[src/hw/rtl/csp_pkg.sv]
// closed set parent table: shared widths, codes and memory transaction types
package csp_pkg;

  localparam int ID_W     = 10;
  localparam int ID_SPACE = 1 << ID_W;
  localparam int CNT_W    = 11;
  localparam int REQ_W    = 3;
  localparam int STAT_W   = 2;

  typedef enum logic [REQ_W-1:0] {
    REQ_CLEAR  = 3'd0,
    REQ_INSERT = 3'd1,
    REQ_REMOVE = 3'd2,
    REQ_SEARCH = 3'd3,
    REQ_PATH   = 3'd4
  } req_e;

  typedef enum logic [STAT_W-1:0] {
    ST_OK     = 2'd0,
    ST_MISS   = 2'd1,
    ST_BROKEN = 2'd2,
    ST_LONG   = 2'd3
  } status_e;

  typedef enum logic [1:0] {
    S_CLEAR = 2'd0,
    S_IDLE  = 2'd1,
    S_EVAL  = 2'd2
  } state_e;

  typedef struct packed {
    logic            present;
    logic [ID_W-1:0] parent;
  } entry_t;

  typedef struct packed {
    logic            rd_en;
    logic [ID_W-1:0] rd_addr;
    logic            wr_en;
    logic [ID_W-1:0] wr_addr;
    entry_t          wr_data;
  } mem_req_t;

endpackage

[src/hw/rtl/csp_ctrl.sv]
// closed set parent table: request sequencer, clearing sweep, entry count and result register
module csp_ctrl #(
  parameter int NODES    = 1024,
  parameter int MAX_PATH = 64
) (
  input  logic                        clk_i,
  input  logic                        rst_ni,
  input  logic                        in_valid_i,
  output logic                        in_stall_o,
  input  logic [csp_pkg::REQ_W-1:0]   req_type_i,
  input  logic [csp_pkg::ID_W-1:0]    node_id_i,
  input  logic [csp_pkg::ID_W-1:0]    parent_id_i,
  input  logic [csp_pkg::ID_W-1:0]    start_id_i,
  output logic                        out_valid_o,
  input  logic                        out_stall_i,
  output logic [csp_pkg::STAT_W-1:0]  status_o,
  output logic [csp_pkg::ID_W-1:0]    parent_out_o,
  output logic [csp_pkg::ID_W-1:0]    path_node_o,
  output logic [csp_pkg::CNT_W-1:0]   entry_count_o,
  output logic                        is_empty_o,
  output logic                        last_o,
  output csp_pkg::mem_req_t           mem_req_o,
  input  csp_pkg::entry_t             mem_rdata_i
);

  localparam int DEPTH  = (NODES < csp_pkg::ID_SPACE) ? NODES : csp_pkg::ID_SPACE;
  localparam int AW     = $clog2(DEPTH);
  localparam int STEP_W = $clog2(MAX_PATH + 1);

  csp_pkg::state_e                state_q, state_d;
  logic [csp_pkg::REQ_W-1:0]      req_q, req_d;
  logic [csp_pkg::ID_W-1:0]       node_q, node_d;
  logic [csp_pkg::ID_W-1:0]       par_q, par_d;
  logic [csp_pkg::ID_W-1:0]       start_q, start_d;
  logic [AW-1:0]                  sweep_q, sweep_d;
  logic                           clr_reply_q, clr_reply_d;
  logic [STEP_W-1:0]              step_q, step_d;
  logic [csp_pkg::CNT_W-1:0]      count_q, count_d;

  logic                           out_valid_q, out_valid_d;
  logic [csp_pkg::STAT_W-1:0]     status_q, status_d;
  logic [csp_pkg::ID_W-1:0]       parent_out_q, parent_out_d;
  logic [csp_pkg::ID_W-1:0]       path_node_q, path_node_d;
  logic [csp_pkg::CNT_W-1:0]      out_count_q;
  logic                           last_q, last_d;
  logic                           out_load;

  logic                           out_free;
  logic                           node_in_range;
  logic                           held;

  assign out_free      = !out_valid_q || !out_stall_i;
  assign node_in_range = 32'(node_q) < NODES;
  assign held          = node_in_range && mem_rdata_i.present;

  always_comb begin
    state_d      = state_q;
    req_d        = req_q;
    node_d       = node_q;
    par_d        = par_q;
    start_d      = start_q;
    sweep_d      = sweep_q;
    clr_reply_d  = clr_reply_q;
    step_d       = step_q;
    count_d      = count_q;
    out_load     = 1'b0;
    status_d     = csp_pkg::ST_OK;
    parent_out_d = '0;
    path_node_d  = '0;
    last_d       = 1'b1;
    mem_req_o    = '0;
    in_stall_o   = 1'b1;

    unique case (state_q)
      csp_pkg::S_IDLE: begin
        in_stall_o = 1'b0;
        if (in_valid_i) begin
          req_d   = req_type_i;
          node_d  = node_id_i;
          par_d   = parent_id_i;
          start_d = start_id_i;
          step_d  = '0;
          if (req_type_i == csp_pkg::REQ_CLEAR) begin
            state_d     = csp_pkg::S_CLEAR;
            sweep_d     = '0;
            clr_reply_d = 1'b1;
          end else begin
            mem_req_o.rd_en   = 1'b1;
            mem_req_o.rd_addr = node_id_i;
            state_d           = csp_pkg::S_EVAL;
          end
        end
      end

      csp_pkg::S_CLEAR: begin
        mem_req_o.wr_en   = 1'b1;
        mem_req_o.wr_addr = csp_pkg::ID_W'(sweep_q);
        mem_req_o.wr_data = '0;
        sweep_d           = sweep_q + AW'(1);
        if (sweep_q == AW'(DEPTH - 1)) begin
          count_d = '0;
          state_d = clr_reply_q ? csp_pkg::S_EVAL : csp_pkg::S_IDLE;
        end
      end

      csp_pkg::S_EVAL: begin
        if (out_free) begin
          out_load = 1'b1;
          unique case (req_q)
            csp_pkg::REQ_CLEAR: begin
              status_d = csp_pkg::ST_OK;
            end
            csp_pkg::REQ_INSERT: begin
              if (!node_in_range || mem_rdata_i.present) begin
                status_d = csp_pkg::ST_MISS;
              end else begin
                mem_req_o.wr_en           = 1'b1;
                mem_req_o.wr_addr         = node_q;
                mem_req_o.wr_data.present = 1'b1;
                mem_req_o.wr_data.parent  = par_q;
                count_d                   = count_q + csp_pkg::CNT_W'(1);
              end
            end
            csp_pkg::REQ_REMOVE: begin
              if (!held) begin
                status_d = csp_pkg::ST_MISS;
              end else begin
                mem_req_o.wr_en           = 1'b1;
                mem_req_o.wr_addr         = node_q;
                mem_req_o.wr_data.present = 1'b0;
                mem_req_o.wr_data.parent  = mem_rdata_i.parent;
                count_d                   = count_q - csp_pkg::CNT_W'(1);
              end
            end
            csp_pkg::REQ_SEARCH: begin
              if (!held) begin
                status_d = csp_pkg::ST_MISS;
              end else begin
                parent_out_d = mem_rdata_i.parent;
              end
            end
            csp_pkg::REQ_PATH: begin
              path_node_d = node_q;
              priority if (node_q == start_q) begin
                status_d = csp_pkg::ST_OK;
              end else if (!held) begin
                status_d = csp_pkg::ST_BROKEN;
              end else if (step_q == STEP_W'(MAX_PATH - 1)) begin
                status_d = csp_pkg::ST_LONG;
              end else begin
                // follow the parent link, one node a cycle while the output is not stalled
                last_d            = 1'b0;
                node_d            = mem_rdata_i.parent;
                step_d            = step_q + STEP_W'(1);
                mem_req_o.rd_en   = 1'b1;
                mem_req_o.rd_addr = mem_rdata_i.parent;
              end
            end
            default: begin
              status_d = csp_pkg::ST_MISS;
            end
          endcase
          if (last_d) begin
            state_d = csp_pkg::S_IDLE;
          end
        end
      end

      default: begin
        state_d = csp_pkg::S_IDLE;
      end
    endcase
  end

  assign out_valid_d = out_load ? 1'b1 : (out_stall_i ? out_valid_q : 1'b0);

  always_ff @(posedge clk_i or negedge rst_ni) begin
    if (!rst_ni) begin
      state_q     <= csp_pkg::S_CLEAR;
      sweep_q     <= '0;
      clr_reply_q <= 1'b0;
      step_q      <= '0;
      count_q     <= '0;
      req_q       <= '0;
      out_valid_q <= 1'b0;
    end else begin
      state_q     <= state_d;
      sweep_q     <= sweep_d;
      clr_reply_q <= (state_q == csp_pkg::S_CLEAR) ? clr_reply_d : (state_d == csp_pkg::S_CLEAR);
      step_q      <= step_d;
      count_q     <= count_d;
      req_q       <= req_d;
      out_valid_q <= out_valid_d;
    end
  end

  always_ff @(posedge clk_i) begin
    node_q  <= node_d;
    par_q   <= par_d;
    start_q <= start_d;
    if (out_load) begin
      status_q     <= status_d;
      parent_out_q <= parent_out_d;
      path_node_q  <= path_node_d;
      out_count_q  <= count_d;
      last_q       <= last_d;
    end
  end

  assign out_valid_o   = out_valid_q;
  assign status_o      = status_q;
  assign parent_out_o  = parent_out_q;
  assign path_node_o   = path_node_q;
  assign entry_count_o = out_count_q;
  assign is_empty_o    = (out_count_q == '0);
  assign last_o        = last_q;

  a_count_range : assert property (@(posedge clk_i) disable iff (!rst_ni)
    count_q <= csp_pkg::CNT_W'(DEPTH))
    else $error("entry count beyond table depth");

  a_write_state : assert property (@(posedge clk_i) disable iff (!rst_ni)
    mem_req_o.wr_en |-> (state_q == csp_pkg::S_CLEAR || state_q == csp_pkg::S_EVAL))
    else $error("table written outside sweep or evaluation");

  a_no_rw_clash : assert property (@(posedge clk_i) disable iff (!rst_ni)
    !(mem_req_o.wr_en && mem_req_o.rd_en))
    else $error("read and write of the table in one cycle");

  a_path_cap : assert property (@(posedge clk_i) disable iff (!rst_ni)
    (state_q == csp_pkg::S_EVAL) |-> (step_q < STEP_W'(MAX_PATH)))
    else $error("path walk beyond the cap");

  a_clear_empties : assert property (@(posedge clk_i) disable iff (!rst_ni)
    (out_load && req_q == csp_pkg::REQ_CLEAR) |=> (count_q == '0 && out_valid_q))
    else $error("clear reply with table not empty");

endmodule

[config.mk]
export PLATFORM = sky130hd
export DESIGN_NAME = csp_ctrl
export DESIGN_NICKNAME = d
export VERILOG_FILES = /design/src/hw/rtl/csp_pkg.sv /design/src/hw/rtl/csp_ctrl.sv
export SDC_FILE = /design/constraint.sdc
export NUM_CORES = 1
export LEC_CHECK = 0
export BUFFER_PORTS_ARGS = -buffer_cell sky130_fd_sc_hd__buf_4
export CAP_MARGIN = 20
export CORE_ASPECT_RATIO = 2
export CORE_UTILIZATION = 51
export CTS_CLUSTER_DIAMETER = 100
export DETAILED_ROUTE_END_ITERATION = 8
export PLACE_DENSITY = 0.87
export SYNTH_ARGS = -nofsm -noshare
export SYNTH_HDL_FRONTEND = slang
export SYNTH_SLANG_ARGS = --single-unit
[constraint.sdc]
create_clock -name clk_i -period 5.7 [get_ports clk_i]
set_clock_uncertainty 0.1 [all_clocks]
set_input_delay 0.285 -clock clk_i [delete_from_list [all_inputs] [get_ports clk_i]]
set_output_delay 0.285 -clock clk_i [all_outputs]
set_load 0.005 [all_outputs]
==> results of run 1 <==
## layer usage
metal,routed length [microns],share of wire [%],vias to the layer above
li1,-,-,1962
met1,5000,33,2130
met2,8580,56,235
met3,801,5.2,66
met4,909,5.9,0
met5,0,0,-
## cells in the final DEF (no fill, tap or decap), drive strengths merged, types with 4 or more instances in the layout
master | Yosys | routed
buf | 5 | 126
edfxtp | 64 | 64
nor2 | 36 | 36
dfrtp | 35 | 35
nand2 | 30 | 30
and3 | 19 | 19
o21ai | 17 | 17
inv | 12 | 15
xnor2 | 14 | 14
and2 | 14 | 14
a22oi | 12 | 12
a22o | 12 | 12
mux2 | 12 | 12
a32o | 11 | 11
nand3 | 10 | 10
xor2 | 10 | 10
mux2i | 9 | 9
a21oi | 9 | 9
ha | 9 | 9
clkbuf | 24 | 9
nor3 | 8 | 8
a31oi | 7 | 7
nor4 | 7 | 7
dlygate4sd3 | 0 | 7
and4 | 6 | 6
nand4 | 5 | 5
nor4b | 5 | 5
nor3b | 4 | 4
## through the flow
stage,hold WS [ns],cell area (sq um)
CTS,0.0000344,6530
detailed placement,0.177,6150
global placement,0.169,6150
floorplan,-0.111,5160
finish,0.00409,6540
global route,0.000383,6540
## cells by family after synthesis
| family | count (synthesis) |
|---|---|
| simple gates | 167 |
| mux | 21 |
| buf+inv | 42 |
| fa+ha+maj | 9 |
| xor+xnor | 24 |
| compound gates | 96 |
| flops | 99 |
## critical path, cell delays in order (launching register included)
cell     delay (ns)
dfrtp_1        0.42
inv_1          0.14
ha_1           0.19
nand2_1        0.14
inv_1          0.10
buf_4          0.48
and2_1         0.23
and3_1         0.42
a32o_1         0.24
buf_4          0.11
## sequential cells by signal, indices dropped and copies added, names as in the netlist
signal and cells:
state_q 2, path_node_o 10, last_o 1, req_q 3
step_q 7, out_valid_o 1, clr_reply_q 1, sweep_q 10
entry_count_o 11, par_q 10, start_q 10, node_q 10
status_o 2, count_q 11, parent_out_o 10
## cell type report
| cell class | instances | area (sq um) |
|---|---|---|
| tap | 132 | 165 |
| sequential | 99 | 2800 |
| clock buffer | 9 | 225 |
| timing repair buffer | 133 | 1020 |
| clock inverter | 7 | 93.8 |
| multi-input combinational | 317 | 2200 |
| inverter | 13 | 48.8 |
| fill | 739 | 3220 |
## power groups by stage
stage	registers [mW]	clock network, mW	logic, mW
final	1.14	0.642	0.970
after CTS	1.14	0.647	0.958
after global routing	1.16	0.675	1.04
after global placement	1.14	0	0.924
after detailed placement	1.15	0	0.950
after floorplan	1.08	0	0.626
## path summary, 6_finish.rpt
path	depth (start not counted)	to	slack, ns	start
max in group asynchronous	2	sweep_q[8]	4.80	rst_ni
worst min register to register	2	clr_reply_q	0.46	clr_reply_q
worst max-delay path	9	mem_req_o[28]	2.48	state_q[0]
min in group asynchronous	2	count_q[9]	0.33	rst_ni
worst max register to register	9	node_q[2]	2.75	state_q[0]
worst min-delay path	1	par_q[1]	0.004	parent_id_i[1]
==> flow_metrics.env, run 1 <==
export IMPL_ant_nets=0
export IMPL_yosys_area_share_simple_pct=18.0
export IMPL_grt_setup_unrepaired="false"
export IMPL_cp_end_kind="output port"
export IMPL_drc=0
export IMPL_dieHeight_microns=144
export IMPL_setup_tns_ns=0
export IMPL_die_w_microns=73.1
export IMPL_row_count=51
export IMPL_grt_max_degree=47
export IMPL_leakage_nw=2.69
export IMPL_cts_tree="yes"
export IMPL_synth_avg_cell_area_sq_um=11.3
export IMPL_synth_edf_count=64
export IMPL_final_max_slew_viol_count=0
export IMPL_num_nets_final=630
export IMPL_power_density_nw_per_um2=421
export IMPL_critPathArrivalTime_ns=2.83
export IMPL_peakVddDrop_mv=0.240
export IMPL_holdCritPathClass="input port to flop"
export IMPL_die_area_sq_um=10500
export IMPL_ios=118
export IMPL_async_reset_ff_share_pct=35.4
export IMPL_cts_sinks=99
export IMPL_yosys_warnings=0
export IMPL_wl_microns=15300
export IMPL_synth_area_leaders="edfxtp_1, dfrtp_1, nor2_1, mux2_2, xnor2_1"
export IMPL_cts_root_buf="clkbuf_16"
export IMPL_stdcell_count=710
export IMPL_outcome="completed"
export IMPL_worst_pin_slew_ns=1.11
export IMPL_cp_max_fo=46
export IMPL_seqPwrFrac_pct=41.4
export IMPL_syn_area_sq_um=5160
export IMPL_busiest_layer="met2"
export IMPL_synth_top_flop_cell="edfxtp_1"
export IMPL_switching_share_pct=37.0
export IMPL_antenna_found_initial=0
export IMPL_via_per_inst=6.19
export IMPL_grt_usage_pct=30.1
export IMPL_synth_adder_area_share_pct=2.18
export IMPL_drtIter0Drc=330
export IMPL_grt_use_met3_pct=5.37
export IMPL_clk_transition_reported_paths_ns=0.07
export IMPL_synth_mux_area_share_pct=4.37
export IMPL_portBuffers=117
export IMPL_start_util_pct=52.8
export IMPL_place_congestion=1.00
export IMPL_fmax_mhz=311
export IMPL_comb_power_share_pct=35.2
export IMPL_power_frac_clock_pct=23.3
export IMPL_setup_viol=0
export IMPL_switchingPower_mw=1.02
export IMPL_synthXorXnorAreaFrac_pct=4.07
export IMPL_synth_compound_area_share_pct=13.7
export IMPL_setup_slack_ns=2.48
export IMPL_post_cts_resize_count=0
export IMPL_syn_num_nets=515
export IMPL_intPower_mw=1.74
export IMPL_crit_type="flop to output port"
export IMPL_grtUsageMet1_pct=28.6
export IMPL_gr_total_overflow=0
export IMPL_relSlewSlack_pct=25.6
export IMPL_ys_top_cells_by_count="edfxtp_1, nor2_1, dfrtp_1"
export IMPL_synth_top_family_by_area="simple AND/OR/NAND/NOR gates"
export IMPL_utilization_pct=67.0
export IMPL_hold_violations=0
export IMPL_drive_gt1_share_pct=28.4
export IMPL_required_ns=5.32
export IMPL_ys_types=58
export IMPL_min_period_over_period_pct=56.5
export IMPL_dr_pass1_iters=5
export IMPL_ys_ff_latch=99
export IMPL_synth_top_area_share_pct=37.3
export IMPL_grt_pass1_vias=4404
export IMPL_startpoint_type="flop"
export IMPL_cts_setup_buffers=0
export IMPL_postSynthCellCount=458
export IMPL_use_met2_pct=56.2
export IMPL_core_sq_um=9760
export IMPL_synth_most_common_cell="edfxtp_1"
export IMPL_p_total_mw=2.75
export IMPL_wl_per_cell_microns=21.5
export IMPL_min_period_ns=3.22
export IMPL_cts_path_max_buffers=2
export IMPL_place_detailed_hpwl_microns=11100
export IMPL_insertion_delay_ns=0.35
export IMPL_drv_cap=0
export IMPL_numCtsBuffers=9
export IMPL_dp_slack_ns=2.79
export IMPL_synth_top_area_cell="edfxtp_1"
export IMPL_vias=4393
export IMPL_hold_buffers=6
export IMPL_h_tree_depth=3
export IMPL_grt_pass1_wl_microns=22900
export IMPL_area_delta_synth_final_pct=26.8
export IMPL_seq_area_frac_synth_pct=54.2
export IMPL_dp_cells=687
export IMPL_antenna_cells=0
Power figures use the tool's default switching activity.
==> run 2: changes to the inputs <==
==> constraint.sdc (replaced) <==
create_clock -name clk_i -period 3.2 [get_ports clk_i]
set_clock_uncertainty 0.1 [all_clocks]
set_input_delay 0.16 -clock clk_i [delete_from_list [all_inputs] [get_ports clk_i]]
set_output_delay 0.16 -clock clk_i [all_outputs]
set_load 0.005 [all_outputs]
==> flow_metrics.env, run 2 (same netlist as run 1, synthesis figures left out) <==
export IMPL_outcome="completed"
export IMPL_drc=0
export IMPL_area_delta_synth_final_pct=30.7
export IMPL_switching_share_pct=36.9
export IMPL_cp_max_fo=13
export IMPL_wl_per_cell_microns=21.0
export IMPL_holdPathStages=2
export IMPL_cts_path_max_buffers=2
export IMPL_numCtsBuffers=9
export IMPL_core_sq_um=9760
export IMPL_drive_gt1_share_pct=28.1
export IMPL_vias=4466
export IMPL_place_congestion=0.988
export IMPL_worstHoldStart="node_id_i[3]"
export IMPL_relSlewSlack_pct=32.7
export IMPL_insertion_delay_ns=0.35
export IMPL_power_frac_clock_pct=23.1
export IMPL_dp_cells=690
export IMPL_min_period_ns=3.00
export IMPL_cts_sinks=99
export IMPL_peakVddDrop_mv=0.451
export IMPL_wl_microns=15300
export IMPL_holdCritPathClass="input port to flop"
export IMPL_final_max_slew_viol_count=0
export IMPL_place_area_sq_um=6180
export IMPL_drtIter0Drc=332
export IMPL_cp_end_kind="output port"
export IMPL_ant_nets=0
export IMPL_dr_pass1_iters=5
export IMPL_portBuffers=117
export IMPL_crit_type="flop to output port"
export IMPL_worst_pin_slew_ns=0.981
export IMPL_row_count=51
export IMPL_critPathArrivalTime_ns=2.74
export IMPL_r2r_start="state_q[1]"
export IMPL_setup_viol=0
export IMPL_dieHeight_microns=144
export IMPL_path_buf_inv=1
export IMPL_final_common_cell="buf_4"
export IMPL_path_cells="xor2_1 -> nor4_1 -> nand3_2 -> and3_1 -> a32o_1 -> buf_4"
export IMPL_required_ns=2.94
export IMPL_place_detailed_hpwl_microns=10900
export IMPL_via_per_inst=6.12
export IMPL_fmax_mhz=333
export IMPL_switchingPower_mw=1.83
export IMPL_drv_cap=0
export IMPL_cp_top_family="simple AND/OR/NAND/NOR gates"
export IMPL_cts_setup_buffers=0
export IMPL_setup_slack_ns=0.196
export IMPL_clk_transition_reported_paths_ns=0.08
export IMPL_leakage_nw=2.78
export IMPL_hold_violations=0
export IMPL_antenna_cells=0
export IMPL_power_density_nw_per_um2=734
export IMPL_num_nets_final=650
export IMPL_final_cell_mix="buf_4, edfxtp_1, nor2_1, dfrtp_1, nand2_1"
export IMPL_intPower_mw=3.12
export IMPL_startpoint_type="flop"
export IMPL_h_tree_depth=3
export IMPL_die_area_sq_um=10500
export IMPL_grt_pass1_vias=4541
export IMPL_comb_power_share_pct=36.0
export IMPL_r2r_setup_slack_ns=0.49
export IMPL_cts_tree="yes"
export IMPL_gr_total_overflow=0
export IMPL_setup_tns_ns=0
export IMPL_start_util_pct=52.8
export IMPL_ios=118
export IMPL_stdcell_count=730
export IMPL_r2r_cells=6
export IMPL_grt_setup_unrepaired="false"
export IMPL_fin_area_sq_um=6740
export IMPL_grt_usage_pct=31.0
export IMPL_dp_slack_ns=0.495
export IMPL_grt_max_degree=47
export IMPL_cts_root_buf="clkbuf_16"
export IMPL_regToRegEndpoint="sweep_q[9]"
export IMPL_die_w_microns=73.1
export IMPL_p_total_mw=4.95
export IMPL_seqPwrFrac_pct=40.9
export IMPL_slowest_delay_ns=0.51
export IMPL_worstHoldEndpoint="node_q[3]"
export IMPL_cp_slowest_cell="nor4_1"
export IMPL_fin_hold_ws_ns=0.0318
export IMPL_grt_pass1_wl_microns=23700
export IMPL_antenna_found_initial=0
export IMPL_utilization_pct=69.1
export IMPL_min_period_over_period_pct=93.9
-- run 2: worst register-to-register path, stage by stage (launching register included) --
cell and delay [ns]:
dfrtp_1 0.45, inv_1 0.15, ha_1 0.64, mux2i_1 0.51
nor4_1 0.52, xnor2_1 0.18, nor2_1 0.05
-- run 2: routing by layer --
layer | wire [microns] | vias up | track usage (%)
met4 | 984 | 0 | 21.5
met1 | 5040 | 2159 | 31.2
li1 | - | 2000 | -
met3 | 855 | 63 | 4.39
met2 | 8470 | 244 | 56.7
met5 | 0 | - | 0
-- run 2: worst max path at each step --
stage | cells past startpoint | start | end
floorplan | 7 | state_q[0] | path_node_o[1]
global placement | 6 | node_q[7] | mem_req_o[27]
detailed placement | 6 | node_q[6] | mem_req_o[27]
CTS | 6 | node_q[5] | mem_req_o[27]
global route | 7 | state_q[1] | mem_req_o[22]
finish | 6 | node_q[7] | mem_req_o[27]
-- run 2: power by group through the flow --
stage	clock network (mW)	registers (mW)	logic, mW
2_1_floorplan	0	1.93	1.12
4_1_cts	1.15	2.02	1.76
3_3_place_gp	0	2.02	1.67
6_report	1.14	2.02	1.78
5_1_grt	1.19	2.06	1.94
3_5_place_dp	0	2.04	1.72
-- run 2: final cells by class --
cell class	count	area, sq um
Clock inverter	7	91.3
Tap cell	132	165
Timing Repair Buffer	153	1210
Clock buffer	9	225
Multi-Input combinational cell	317	2200
Inverter	13	48.8
Sequential cell	99	2800
Fill cell	704	3020
-- run 2: timing repair --
item / in CTS / in global routing
endpoints found under the hold margin: 58 / 0
gates resized for setup: 0 / 2
setup endpoints to repair: 0 / 17
hold buffers: 24 / 0
==> run 3: changes to the inputs <==
--- a/config.mk
+++ b/config.mk
@@ -11,6 +11,7 @@
 export CORE_UTILIZATION = 51
 export CTS_CLUSTER_DIAMETER = 100
 export DETAILED_ROUTE_END_ITERATION = 8
+export MAX_ROUTING_LAYER = met4
 export PLACE_DENSITY = 0.87
 export SYNTH_ARGS = -nofsm -noshare
 export SYNTH_HDL_FRONTEND = slang
==> flow_metrics.env, run 3 (same netlist as run 1, synthesis figures left out) <==
export IMPL_grt_pass1_vias=4631
export IMPL_power_frac_clock_pct=22.8
export IMPL_regToRegEndpoint="sweep_q[8]"
export IMPL_grt_max_degree=47
export IMPL_grt_setup_unrepaired="false"
export IMPL_stdcell_count=730
export IMPL_clk_transition_reported_paths_ns=0.08
export IMPL_leakage_nw=2.78
export IMPL_ant_nets=0
export IMPL_min_period_ns=3.09
export IMPL_antenna_cells=0
export IMPL_cts_path_max_buffers=2
export IMPL_r2r_cells=6
export IMPL_area_delta_synth_final_pct=30.5
export IMPL_grt_usage_pct=32.0
export IMPL_place_detailed_hpwl_microns=11000
export IMPL_startpoint_type="flop"
export IMPL_worst_pin_slew_ns=0.992
export IMPL_setup_tns_ns=0
export IMPL_power_density_nw_per_um2=734
export IMPL_num_nets_final=650
export IMPL_antenna_found_initial=0
export IMPL_gr_total_overflow=0
export IMPL_insertion_delay_ns=0.35
export IMPL_wl_per_cell_microns=21.3
export IMPL_wl_microns=15600
export IMPL_dp_cells=690
export IMPL_r2r_setup_slack_ns=0.51
export IMPL_start_util_pct=52.8
export IMPL_core_sq_um=9760
export IMPL_cts_setup_buffers=0
export IMPL_fin_hold_ws_ns=0.0328
export IMPL_switching_share_pct=36.9
export IMPL_holdCritPathClass="input port to flop"
export IMPL_worstHoldStart="node_id_i[5]"
export IMPL_utilization_pct=68.9
export IMPL_vias=4447
export IMPL_cp_end_kind="output port"
export IMPL_drtIter0Drc=376
export IMPL_holdPathStages=2
export IMPL_worstHoldEndpoint="node_q[5]"
export IMPL_final_max_slew_viol_count=0
export IMPL_dr_pass1_iters=5
export IMPL_row_count=51
export IMPL_peakVddDrop_mv=0.447
export IMPL_h_tree_depth=3
export IMPL_outcome="completed"
export IMPL_seqPwrFrac_pct=41.0
export IMPL_setup_viol=0
export IMPL_via_per_inst=6.09
export IMPL_hold_violations=0
export IMPL_drc=0
export IMPL_drv_cap=0
export IMPL_min_period_over_period_pct=96.5
export IMPL_critPathArrivalTime_ns=2.83
export IMPL_die_area_sq_um=10500
export IMPL_cts_sinks=99
export IMPL_final_common_cell="buf_4"
export IMPL_ios=118
export IMPL_fmax_mhz=324
export IMPL_drive_gt1_share_pct=28.1
export IMPL_comb_power_share_pct=36.3
export IMPL_cts_tree="yes"
export IMPL_switchingPower_mw=1.82
export IMPL_place_area_sq_um=6180
export IMPL_required_ns=2.94
export IMPL_r2r_start="state_q[1]"
export IMPL_die_w_microns=73.1
export IMPL_dieHeight_microns=144
export IMPL_intPower_mw=3.12
export IMPL_final_cell_mix="buf_4, edfxtp_1, nor2_1, dfrtp_1, nand2_1"
export IMPL_place_congestion=0.995
export IMPL_numCtsBuffers=9
export IMPL_grt_pass1_wl_microns=23700
export IMPL_p_total_mw=4.94
export IMPL_setup_slack_ns=0.113
export IMPL_crit_type="flop to output port"
export IMPL_fin_area_sq_um=6730
export IMPL_cts_root_buf="clkbuf_16"
export IMPL_portBuffers=117
export IMPL_relSlewSlack_pct=32.0
export IMPL_dp_slack_ns=0.463
export IMPL_cp_max_fo=13
[run 3: layer usage]
metal  share of wire, %  track usage, %  vias up
li1                   -               -     2003
met1                 32            31.1     2165
met2                 56            57.8      217
met3                5.8            4.18       62
met4                6.1            20.3        0
met5                  0               -        -
[run 3: how the worst max path moves through the flow]
stage / cells after the start / slack [ns] / end / from
final: 6 / 0.11 / mem_req_o[26] / node_q[6]
after global placement: 6 / 0.56 / mem_req_o[27] / node_q[7]
after detailed placement: 6 / 0.46 / mem_req_o[27] / node_q[7]
after global routing: 6 / 0.03 / mem_req_o[26] / node_q[6]
after CTS: 6 / 0.07 / mem_req_o[28] / node_q[6]
after floorplan: 7 / 0.45 / path_node_o[1] / state_q[0]
[run 3: cell type report]
cell class	count	area (sq um)
Tap cell	132	165
Clock buffer	9	225
Multi-Input combinational cell	317	2200
Timing Repair Buffer	153	1210
Clock inverter	7	80.1
Fill cell	711	3030
Sequential cell	99	2800
Inverter	13	48.8
[run 3: timing repair]
item	CTS	global route
hold endpoints to repair	58	0
hold buffers	24	0
gates resized for setup	0	2
endpoints found under the setup margin	0	13
[run 3: power by group through the flow]
| stage | sequential [mW] | combinational [mW] | clock, mW |
|---|---|---|---|
| after detailed placement | 2.04 | 1.72 | 0 |
| after global placement | 2.02 | 1.67 | 0 |
| after CTS | 2.02 | 1.76 | 1.13 |
| final | 2.02 | 1.79 | 1.12 |
| after floorplan | 1.93 | 1.12 | 0 |
| after global routing | 2.06 | 1.94 | 1.19 |
[run 3: worst max-delay path, cell delays in order, from the launching register on]
cell and delay [ns]:
edfxtp_1 0.46, xor2_1 0.20, nor4_1 0.56, nand3_2 0.35, and3_1 0.41, a32o_1 0.35
buf_4 0.14
